[src/rtl/core/uvg_pkg.sv]
// Shared types, codes and xoshiro256++ helpers for the identifier generator.
package uvg_pkg;

    localparam int WORD_W    = 64;
    localparam int TIME_W    = 48;
    localparam int COUNT_W   = 42;
    localparam int TAIL_W    = 32;
    localparam int ACTION_W  = 2;
    localparam int CFG_IDX_W = 2;

    // Request kinds
    localparam logic [ACTION_W-1:0] ACT_V4     = 2'd0;
    localparam logic [ACTION_W-1:0] ACT_V7     = 2'd1;
    localparam logic [ACTION_W-1:0] ACT_RESEED = 2'd2;

    // Register indexes
    localparam logic [CFG_IDX_W-1:0] CFG_SEED0 = 2'd0;
    localparam logic [CFG_IDX_W-1:0] CFG_SEED1 = 2'd1;
    localparam logic [CFG_IDX_W-1:0] CFG_SEED2 = 2'd2;
    localparam logic [CFG_IDX_W-1:0] CFG_SEED3 = 2'd3;

    // Seed values after reset
    localparam logic [WORD_W-1:0] SEED0_RST = 64'd1;
    localparam logic [WORD_W-1:0] SEED1_RST = 64'd2;
    localparam logic [WORD_W-1:0] SEED2_RST = 64'd3;
    localparam logic [WORD_W-1:0] SEED3_RST = 64'd4;

    localparam logic [3:0] V4_NIBBLE = 4'h4;
    localparam logic [3:0] V7_NIBBLE = 4'h7;
    localparam logic [1:0] VARIANT   = 2'b10;

    typedef struct packed {
        logic [WORD_W-1:0] w0;
        logic [WORD_W-1:0] w1;
        logic [WORD_W-1:0] w2;
        logic [WORD_W-1:0] w3;
    } gen_state_t;

    typedef struct packed {
        logic                fire;
        logic [ACTION_W-1:0] action;
        logic [TIME_W-1:0]   time_ms;
    } req_t;

    typedef struct packed {
        logic [WORD_W-1:0] hi;
        logic [WORD_W-1:0] lo;
    } result_t;

    // Output word of one draw: rotl(s0 + s3, 23) + s0
    function automatic logic [WORD_W-1:0] xo_out(input gen_state_t s);
        logic [WORD_W-1:0] sum;
        sum = s.w0 + s.w3;
        return {sum[40:0], sum[63:41]} + s.w0;
    endfunction

    // State after one draw
    function automatic gen_state_t xo_step(input gen_state_t s);
        gen_state_t n;
        logic [WORD_W-1:0] t;
        logic [WORD_W-1:0] w3x;
        t    = {s.w1[46:0], 17'd0};
        n.w2 = s.w2 ^ s.w0;
        w3x  = s.w3 ^ s.w1;
        n.w1 = s.w1 ^ n.w2;
        n.w0 = s.w0 ^ w3x;
        n.w2 = n.w2 ^ t;
        n.w3 = {w3x[18:0], w3x[63:19]};
        return n;
    endfunction

    // Reverse the byte order of a word
    function automatic logic [WORD_W-1:0] swap_bytes(input logic [WORD_W-1:0] x);
        logic [WORD_W-1:0] r;
        for (int i = 0; i < 8; i++)
        begin
            r[8*i +: 8] = x[8*(7-i) +: 8];
        end
        return r;
    endfunction

endpackage

[src/rtl/core/uvg_seed_regs.sv]
// Seed register bank written through the configuration channel.
module uvg_seed_regs (
    input  logic                            clk,
    input  logic                            rst_n,
    input  logic                            cfg_valid,
    input  logic [uvg_pkg::CFG_IDX_W-1:0]   cfg_index,
    input  logic [uvg_pkg::WORD_W-1:0]      cfg_data,
    output logic                            cfg_ready,
    output uvg_pkg::gen_state_t             seeds
);
    import uvg_pkg::*;

    gen_state_t seed_reg;

    assign cfg_ready = 1'b1;
    assign seeds     = seed_reg;

    // Store a seed word on each write
    always_ff @(posedge clk or negedge rst_n)
    begin
        if (!rst_n)
        begin
            seed_reg.w0 <= SEED0_RST;
            seed_reg.w1 <= SEED1_RST;
            seed_reg.w2 <= SEED2_RST;
            seed_reg.w3 <= SEED3_RST;
        end
        else if (cfg_valid)
        begin
            case (cfg_index)
                CFG_SEED0: seed_reg.w0 <= cfg_data;
                CFG_SEED1: seed_reg.w1 <= cfg_data;
                CFG_SEED2: seed_reg.w2 <= cfg_data;
                CFG_SEED3: seed_reg.w3 <= cfg_data;
                default:   seed_reg    <= seed_reg;
            endcase
        end
    end

endmodule

[src/rtl/core/uvg_gen.sv]
// Generator state, timestamp and counter, with the identifier packing logic.
module uvg_gen (
    input  logic                 clk,
    input  logic                 rst_n,
    input  uvg_pkg::req_t        req,
    input  uvg_pkg::gen_state_t  seeds,
    output uvg_pkg::result_t     result
);
    import uvg_pkg::*;

    gen_state_t          gen_reg, gen_next;
    logic [TIME_W-1:0]   last_time_reg, last_time_next;
    logic [COUNT_W-1:0]  seq_reg, seq_next;

    gen_state_t          s1, s2;
    logic [WORD_W-1:0]   r1, r2;
    logic                newer;
    logic [COUNT_W-1:0]  cnt;
    logic [TAIL_W-1:0]   tail;
    logic [WORD_W-1:0]   sw1, sw2;

    // Two chained draws from the current state
    always_comb
    begin
        r1  = xo_out(gen_reg);
        s1  = xo_step(gen_reg);
        r2  = xo_out(s1);
        s2  = xo_step(s1);
        sw1 = swap_bytes(r1);
        sw2 = swap_bytes(r2);
    end

    // Pick next state and build the identifier
    always_comb
    begin
        gen_next       = gen_reg;
        last_time_next = last_time_reg;
        seq_next       = seq_reg;
        newer          = req.time_ms > last_time_reg;
        cnt            = newer ? r1[COUNT_W-1:0] : seq_reg + COUNT_W'(1);
        tail           = newer ? r2[TAIL_W-1:0] : r1[TAIL_W-1:0];
        result.hi      = '0;
        result.lo      = '0;
        case (req.action)
            ACT_V4:
            begin
                gen_next  = s2;
                result.hi = {sw1[63:16], V4_NIBBLE, sw1[11:0]};
                result.lo = {VARIANT, sw2[61:0]};
            end
            ACT_V7:
            begin
                gen_next       = newer ? s2 : s1;
                last_time_next = newer ? req.time_ms : last_time_reg;
                seq_next       = cnt;
                result.hi      = {req.time_ms, V7_NIBBLE, cnt[41:30]};
                result.lo      = {VARIANT, cnt[29:0], tail};
            end
            ACT_RESEED:
            begin
                gen_next = seeds;
            end
            default:
            begin
                gen_next = gen_reg;
            end
        endcase
    end

    // Commit state only for an item being processed
    always_ff @(posedge clk or negedge rst_n)
    begin
        if (!rst_n)
        begin
            gen_reg.w0    <= SEED0_RST;
            gen_reg.w1    <= SEED1_RST;
            gen_reg.w2    <= SEED2_RST;
            gen_reg.w3    <= SEED3_RST;
            last_time_reg <= '0;
            seq_reg       <= '0;
        end
        else if (req.fire)
        begin
            gen_reg       <= gen_next;
            last_time_reg <= last_time_next;
            seq_reg       <= seq_next;
        end
    end

endmodule

[src/rtl/core/uuid_v4_v7_generator.sv]
// Top level of the UUID v4/v7 generator: input register, generator, result register.
//
// Requests arrive on in_valid/in_ready with action (0 v4, 1 v7, 2 reseed)
// and time_ms (v7 only). Each request gives exactly one item on
// out_valid/out_ready carrying uuid_high and uuid_low; reseed and the
// unused action code return zeros.
// Seeds are written on cfg_valid/cfg_ready (always ready) with cfg_index
// 0..3 and cfg_data; they take effect at the next reseed item, and a reset
// brings them back to 1, 2, 3, 4.
// An accepted item sits in the input register, then the generator state update and
// identifier packing land in the result register, which drives out_valid.
// Throughput is one item per cycle while out_ready stays high, since both
// xoshiro256++ steps are combinational.
// At reset the generator loads seeds 1, 2, 3, 4, the last time and the
// sequence counter clear, and both channels come up empty.
// When the receiver stalls, the result register holds; the input register
// still takes one more item, after which in_ready drops until out_ready.
module uuid_v4_v7_generator (
    input  logic                            clk,
    input  logic                            rst_n,
    input  logic                            in_valid,
    output logic                            in_ready,
    input  logic [uvg_pkg::ACTION_W-1:0]    action,
    input  logic [uvg_pkg::TIME_W-1:0]      time_ms,
    output logic                            out_valid,
    input  logic                            out_ready,
    output logic [uvg_pkg::WORD_W-1:0]      uuid_high,
    output logic [uvg_pkg::WORD_W-1:0]      uuid_low,
    input  logic                            cfg_valid,
    output logic                            cfg_ready,
    input  logic [uvg_pkg::CFG_IDX_W-1:0]   cfg_index,
    input  logic [uvg_pkg::WORD_W-1:0]      cfg_data
);
    import uvg_pkg::*;

    logic                in_valid_reg;
    logic [ACTION_W-1:0] action_reg;
    logic [TIME_W-1:0]   time_reg;
    logic                out_valid_reg;
    result_t             result_reg;

    logic                advance;
    logic                fire;
    req_t                req;
    result_t             result;
    gen_state_t          seeds;

    assign advance   = !out_valid_reg || out_ready;
    assign fire      = in_valid_reg && advance;
    assign in_ready  = !in_valid_reg || fire;
    assign out_valid = out_valid_reg;
    assign uuid_high = result_reg.hi;
    assign uuid_low  = result_reg.lo;

    assign req.fire    = fire;
    assign req.action  = action_reg;
    assign req.time_ms = time_reg;

    uvg_seed_regs u_seed (
        .clk       (clk),
        .rst_n     (rst_n),
        .cfg_valid (cfg_valid),
        .cfg_index (cfg_index),
        .cfg_data  (cfg_data),
        .cfg_ready (cfg_ready),
        .seeds     (seeds)
    );

    uvg_gen u_gen (
        .clk    (clk),
        .rst_n  (rst_n),
        .req    (req),
        .seeds  (seeds),
        .result (result)
    );

    // Track input register occupancy
    always_ff @(posedge clk or negedge rst_n)
    begin
        if (!rst_n)
        begin
            in_valid_reg <= 1'b0;
        end
        else if (in_ready)
        begin
            in_valid_reg <= in_valid;
        end
    end

    // Capture the accepted item
    always_ff @(posedge clk)
    begin
        if (in_valid && in_ready)
        begin
            action_reg <= action;
            time_reg   <= time_ms;
        end
    end

    // Hold result valid until taken
    always_ff @(posedge clk or negedge rst_n)
    begin
        if (!rst_n)
        begin
            out_valid_reg <= 1'b0;
        end
        else if (advance)
        begin
            out_valid_reg <= fire;
        end
    end

    // Load the result item
    always_ff @(posedge clk)
    begin
        if (fire)
        begin
            result_reg <= result;
        end
    end

endmodule

[config.mk]
export PLATFORM = sky130hd
export DESIGN_NAME = uuid_v4_v7_generator
export DESIGN_NICKNAME = d
export VERILOG_FILES = /design/src/rtl/core/uvg_pkg.sv /design/src/rtl/core/uvg_seed_regs.sv /design/src/rtl/core/uvg_gen.sv /design/src/rtl/core/uuid_v4_v7_generator.sv
export SDC_FILE = /design/constraint.sdc
export NUM_CORES = 2
export LEC_CHECK = 0
export BUFFER_PORTS_ARGS = -buffer_cell sky130_fd_sc_hd__buf_4
export CAP_MARGIN = 0
export CORE_MARGIN = 2
export CORE_UTILIZATION = 35
export DETAILED_ROUTE_END_ITERATION = 10
export GPL_TIMING_DRIVEN = 0
export PLACE_DENSITY = 0.54
export RECOVER_POWER = 25
export REMOVE_ABC_BUFFERS = 1
export SLEW_MARGIN = 20
export SYNTH_ARGS = -nofsm -noshare
export SYNTH_HDL_FRONTEND = slang
export SYNTH_SLANG_ARGS = --single-unit
export TNS_END_PERCENT = 10
[constraint.sdc]
create_clock -name clk -period 9.6 [get_ports clk]
set_input_delay 1.44 -clock clk [delete_from_list [all_inputs] [get_ports clk]]
set_output_delay 1.44 -clock clk [all_outputs]
set_load 0.05 [all_outputs]
Word level (Yosys, flattened, before mapping)
Cells that the tools add are included.

operators by class
  reductions and logical operators = 16
  equality and inequality tests = 5
  magnitude comparators = 1
  $add $sub $neg = 5
  bitwise operators = 10
  muxes and demuxes = 5

operators by type and width
  kind                                                              count
  256-bit one-hot mux with 3 select lines                           1
  64-bit bitwise XOR                                                10
  64-bit adder                                                      4
  256-bit two-way mux                                               1
  128-bit one-hot mux with 2 select lines                           1
  48-bit greater-than comparator                                    1
  42-bit by 1-bit adder with 42-bit output (second input constant)  1
  42-bit two-way mux                                                1
  32-bit two-way mux                                                1
  2-bit AND reduction                                               6
  2-bit == test (second input constant)                             3
  2-bit by 1-bit == test with 1-bit output (second input constant)  2
  2-bit zero test                                                   2
  3-bit AND reduction                                               1
  3-bit nonzero test                                                1
  1-bit logical AND                                                 2
  1-bit zero test                                                   2
  1-bit logical OR                                                  2

word-level totals
  input bits = 121
  register bits after elaboration = 782
  word-level logic and storage cells = 58

Longest topological paths before layout
  word-level depth = 6
  mapped depth = 31
  gate-level depth less buffers = 28

Hierarchy
From an unflattened synthesis, not the netlist that was laid out.

second synthesis, totals
  cell total of the unflattened synthesis = 6645
  area total of the unflattened synthesis = 59981.3 µm²

modules (own cells, without submodules)
  module                cells each  area an instance (µm²)  times used
  uvg_gen               5914        44707.9                 1
  uvg_seed_regs         545         9824.4                  1
  uuid_v4_v7_generator  186         5449.0                  1

Worst setup path before layout
OpenSTA, ideal clock, no wires.

  path type = register to register
  from = reg u_gen.gen_reg[138] (netlist bit)
  to = reg result_reg (netlist bit uuid_low[4]) (data pin)
  required time = 9.329 ns
  clock period less this slack = 6.884 ns
  stages on the path, launching flop included = 30
  path slack = 2.716 ns
  path buffers = 1
  library setup time = 0.271 ns
  arrival = 6.612 ns
  cell sequence = dfrtp_1 clkbuf_1 xor2_1 xor2_1 ha_1 a21o_1 a21o_1 a21o_1 or3b_2 inv_1 a211oi_1 o21a_1 a221o_1 a31oi_4 nor2_2 o211a_1 a211o_1 ha_1 a21o_1 a21o_1 a21o_1 a21o_1 a221o_1 a21oi_1 nand3b_1 o31ai_1 o41a_1 a221oi_1 xor2_1 o22ai_1

RTL lines
  element                 line                         source
  from (decl)             uvg_gen.sv:11                gen_state_t gen_reg, gen_next;
  from (signal assigned)  uvg_gen.sv:84                gen_reg <= gen_next;
  to (signal assigned)    uuid_v4_v7_generator.sv:118  result_reg <= result;
  to (decl)               uuid_v4_v7_generator.sv:40   result_t result_reg;

==> impl_metrics.csv <==
group,metric,value,unit
clocking,path_clk_slew,0.06,ns
synth,synth_cell_types,90,
placement,gp_congestion,1.022,
synth,synth_edf_count,174,
route,routed_wl,261.8,mm
timing,finalHoldViolCount,0,
setup_path,crit_arrival,9.89,ns
synth,yosysWarningCount,0,
setup_path,critical_path.max_stage_delay,0.83,ns
route,drtPass1Iterations,6,
grt,grt_max_degree,93,
setup_path,critical_path.top_delay_family,"compound AO/OA/AOI/OAI gates",
die,num_io_pins,252,
route,drtAntennaViolNets,0,
finish,nNetsFinal,6871,
setup_path,required,10.10,ns
synth,synth-seq-area-share,34.48,%
clocking,cts_tree,"built",
route,drt_iter0_markers,5374,
synth,syn_area,0.05903,sq mm
die,die_h,414.7,microns
synth,synth.top_cell.area_share,25.18,%
die,rows,150,
timing,slew_viol_final,378,
clocking,cts_buffers,93,
grt,gr-usage-all-layers,29.56,%
die,initial_core_util,35.26,%
placement,hpwlAfterDp,201.9,mm
clocking,clk_root_buffer_cell,"clkbuf_16",
outcome,violations,"max-capacitance violations, max-slew violations",
setup_path,end_kind,"flop",
timing,max_slew_margin,-226.3,%
grt,grt_pass1_vias,50020,
synth,synth.most_common_cell,"dfrtp_1",
clocking,cts.sinks,778,
run,cap_violations,7,
synth,synth_area_leader_cell,"dfrtp_1",
die,core,0.1674,sq mm
finish,multi_input_area,0.03685,sq mm
timing,fin_skew,0.05162,ns
setup_path,cp-start-kind,"flop",
placement,port-buffer-count,248,
synth,synthArstFlopShare,77.63,%
finish,drive_above_1_share,15.04,%
synth,avgSynthCellArea,9.087,sq um
timing,tightest_slew,4.894,ns
synth,ys_seq_elements,778,
timing,fmax,0.1065,GHz
setup_path,critPathKind,"reg -> reg",
grt,grt_pass1_wl,372.5,mm
synth,syn_inst,6496,
route,vias_per_cell,6.020,
clocking,htreeDepth,3,
outcome,status,"complete, but fails checks",
grt,overflow,0,
hold_path,min_path_type,"reg -> reg",
setup_path,path_cells,"ha_1 -> inv_1 -> fa_1 -> nor2b_1 -> o21a_1 -> o21ai_0 -> a2111oi_0 -> o21ai_0 -> a21oi_1 -> o221ai_1 -> o21ai_0 -> a21oi_1 -> o21ai_0 -> a21oi_1 -> xnor2_1 -> ha_1 -> a2111o_1 -> o22ai_1 -> o31ai_1 -> a221oi_1 -> o21ai_0 -> xor2_1 -> mux2i_1 -> o22ai_1",
die,die_area,0.1720,sq mm
timing,fin_crit_sh,97.79,%
setup_path,crit_top_cell,"o21ai_0",
clocking,ctsHoldBuffers,0,
route,drcViolationCount,0,
setup_path,r2r_cells,24,
synth,yosys-top-cells-area,"dfrtp_1 (25%), edfxtp_1 (8.9%), xnor2_1 (8.7%)",
grt,grt_antenna_before_repair,21,
synth,dominantRegCellSynth,"dfrtp_1",
setup_path,worst-path-buf-inv,1,
placement,place_area,0.06459,sq mm
setup_path,cp_num_cells,24,
finish,nFillCells,16570,
clocking,clk_latency,0.77,ns
route,wl_per_cell,29.98,microns
finish,final_util,40.34,%
finish,syn2layout_area_growth,14.39,%
finish,register_area,0.02035,sq mm
die,fp.dieW,414.7,microns
clocking,clk_path_buf_depth,3,
timing,setup_viol,0,
synth,synth_commonest_cells,"dfrtp_1 (594), xnor2_1 (584), o21ai_0 (569)",
timing,rsz0062_at_grt,"false",
timing,period_needed,9.387,ns
finish,fin_area,0.06753,sq mm
setup_path,slowest_stage,"a2111oi_0",
hold_path,hold_depth,1,
route,vias,52580,
setup_path,path_max_fanout,7,
[layout make-up]
type	instances	area share (%)
clock inverters	31	0.5133
repair buffers	363	5.774
diodes	6	0.02223
well taps	2204	4.084
inverters	152	0.8616
clock buffers	141	4.028
flip-flops and latches	778	30.14
multi-input cells	5058	54.58
[kinds of logic after synthesis]
kind of cell	synth area share, %
buffers and inverters	4.260
AND/OR/NAND/NOR	11.10
flip-flops	34.48
multiplexers	7.003
XOR/XNOR	14.11
adder cells (fa/ha/maj)	6.537
AO/OA/AOI/OAI	22.50
other	0.01272
[per-layer routing]
layer | vias up | global-route usage [%] | wire length (microns)
li1 | 23450 | - | -
met1 | 26310 | 39.71 | 112400
met2 | 2351 | 44.68 | 113200
met3 | 446 | 5.050 | 19250
met4 | 18 | 17.24 | 16780
met5 | - | 0 | 122
[per-stage QoR]
stage | hold slack [ns] | worst slack (ns) | setup TNS [ns] | cells
6_report | 0.4960 | 0.2126 | 0 | 8733
5_1_grt | 0.5081 | 0.05189 | 0 | 8728
4_1_cts | 0.5033 | 0.08402 | 0 | 8727
3_5_place_dp | 0.4886 | -0.4081 | -0.8351 | 8555
3_3_place_gp | 0.4665 | -19.28 | -6377.84 | 8440
2_1_floorplan | 0.4538 | -2.533 | -399.98 | 5988
[cell usage in the layout, fill, tap and decap left out, types with 48 or more instances in the layout]
master     instances
o22ai_1           64
nor2_1           390
clkbuf_16         95
xor2_1           287
a22o_1           125
dfrtp_1          594
or2_2             48
a21oi_1          360
xor2_2            59
o21bai_1          53
a221oi_1         245
buf_4            205
nand3_1          155
xnor2_1          574
nand2_1          526
ha_1             298
edfxtp_1         174
a21o_1           207
o21ai_0          569
inv_1            148
clkbuf_1          51
o2bb2ai_1         56
nand4_1           78
mux2_2           328
[what timing repair did]
action                                  CTS  global route
resized for setup                         6             6
endpoints found under the setup margin    5             5
setup buffers                             0             0
[path summary, 6_finish.rpt]
| check | slack (ns) | start | endpoint |
|---|---|---|---|
| setup reg to reg | 0.21 | u_gen.gen_reg[192] | uuid_low[28] |
| setup / recovery | 0.21 | u_gen.gen_reg[192] | uuid_low[28] |
| min in group asynchronous | 1.55 | rst_n | u_gen.seq_reg[35] |
| hold reg to reg | 0.50 | in_valid_reg | out_valid |
| max in group asynchronous | 2.28 | rst_n | u_gen.gen_reg[124] |
| hold / removal | 0.50 | in_valid_reg | out_valid |
Power is left out: the tool's default activity adds up to more than one toggle a clock period on the data nets, which glitch-free logic cannot reach.
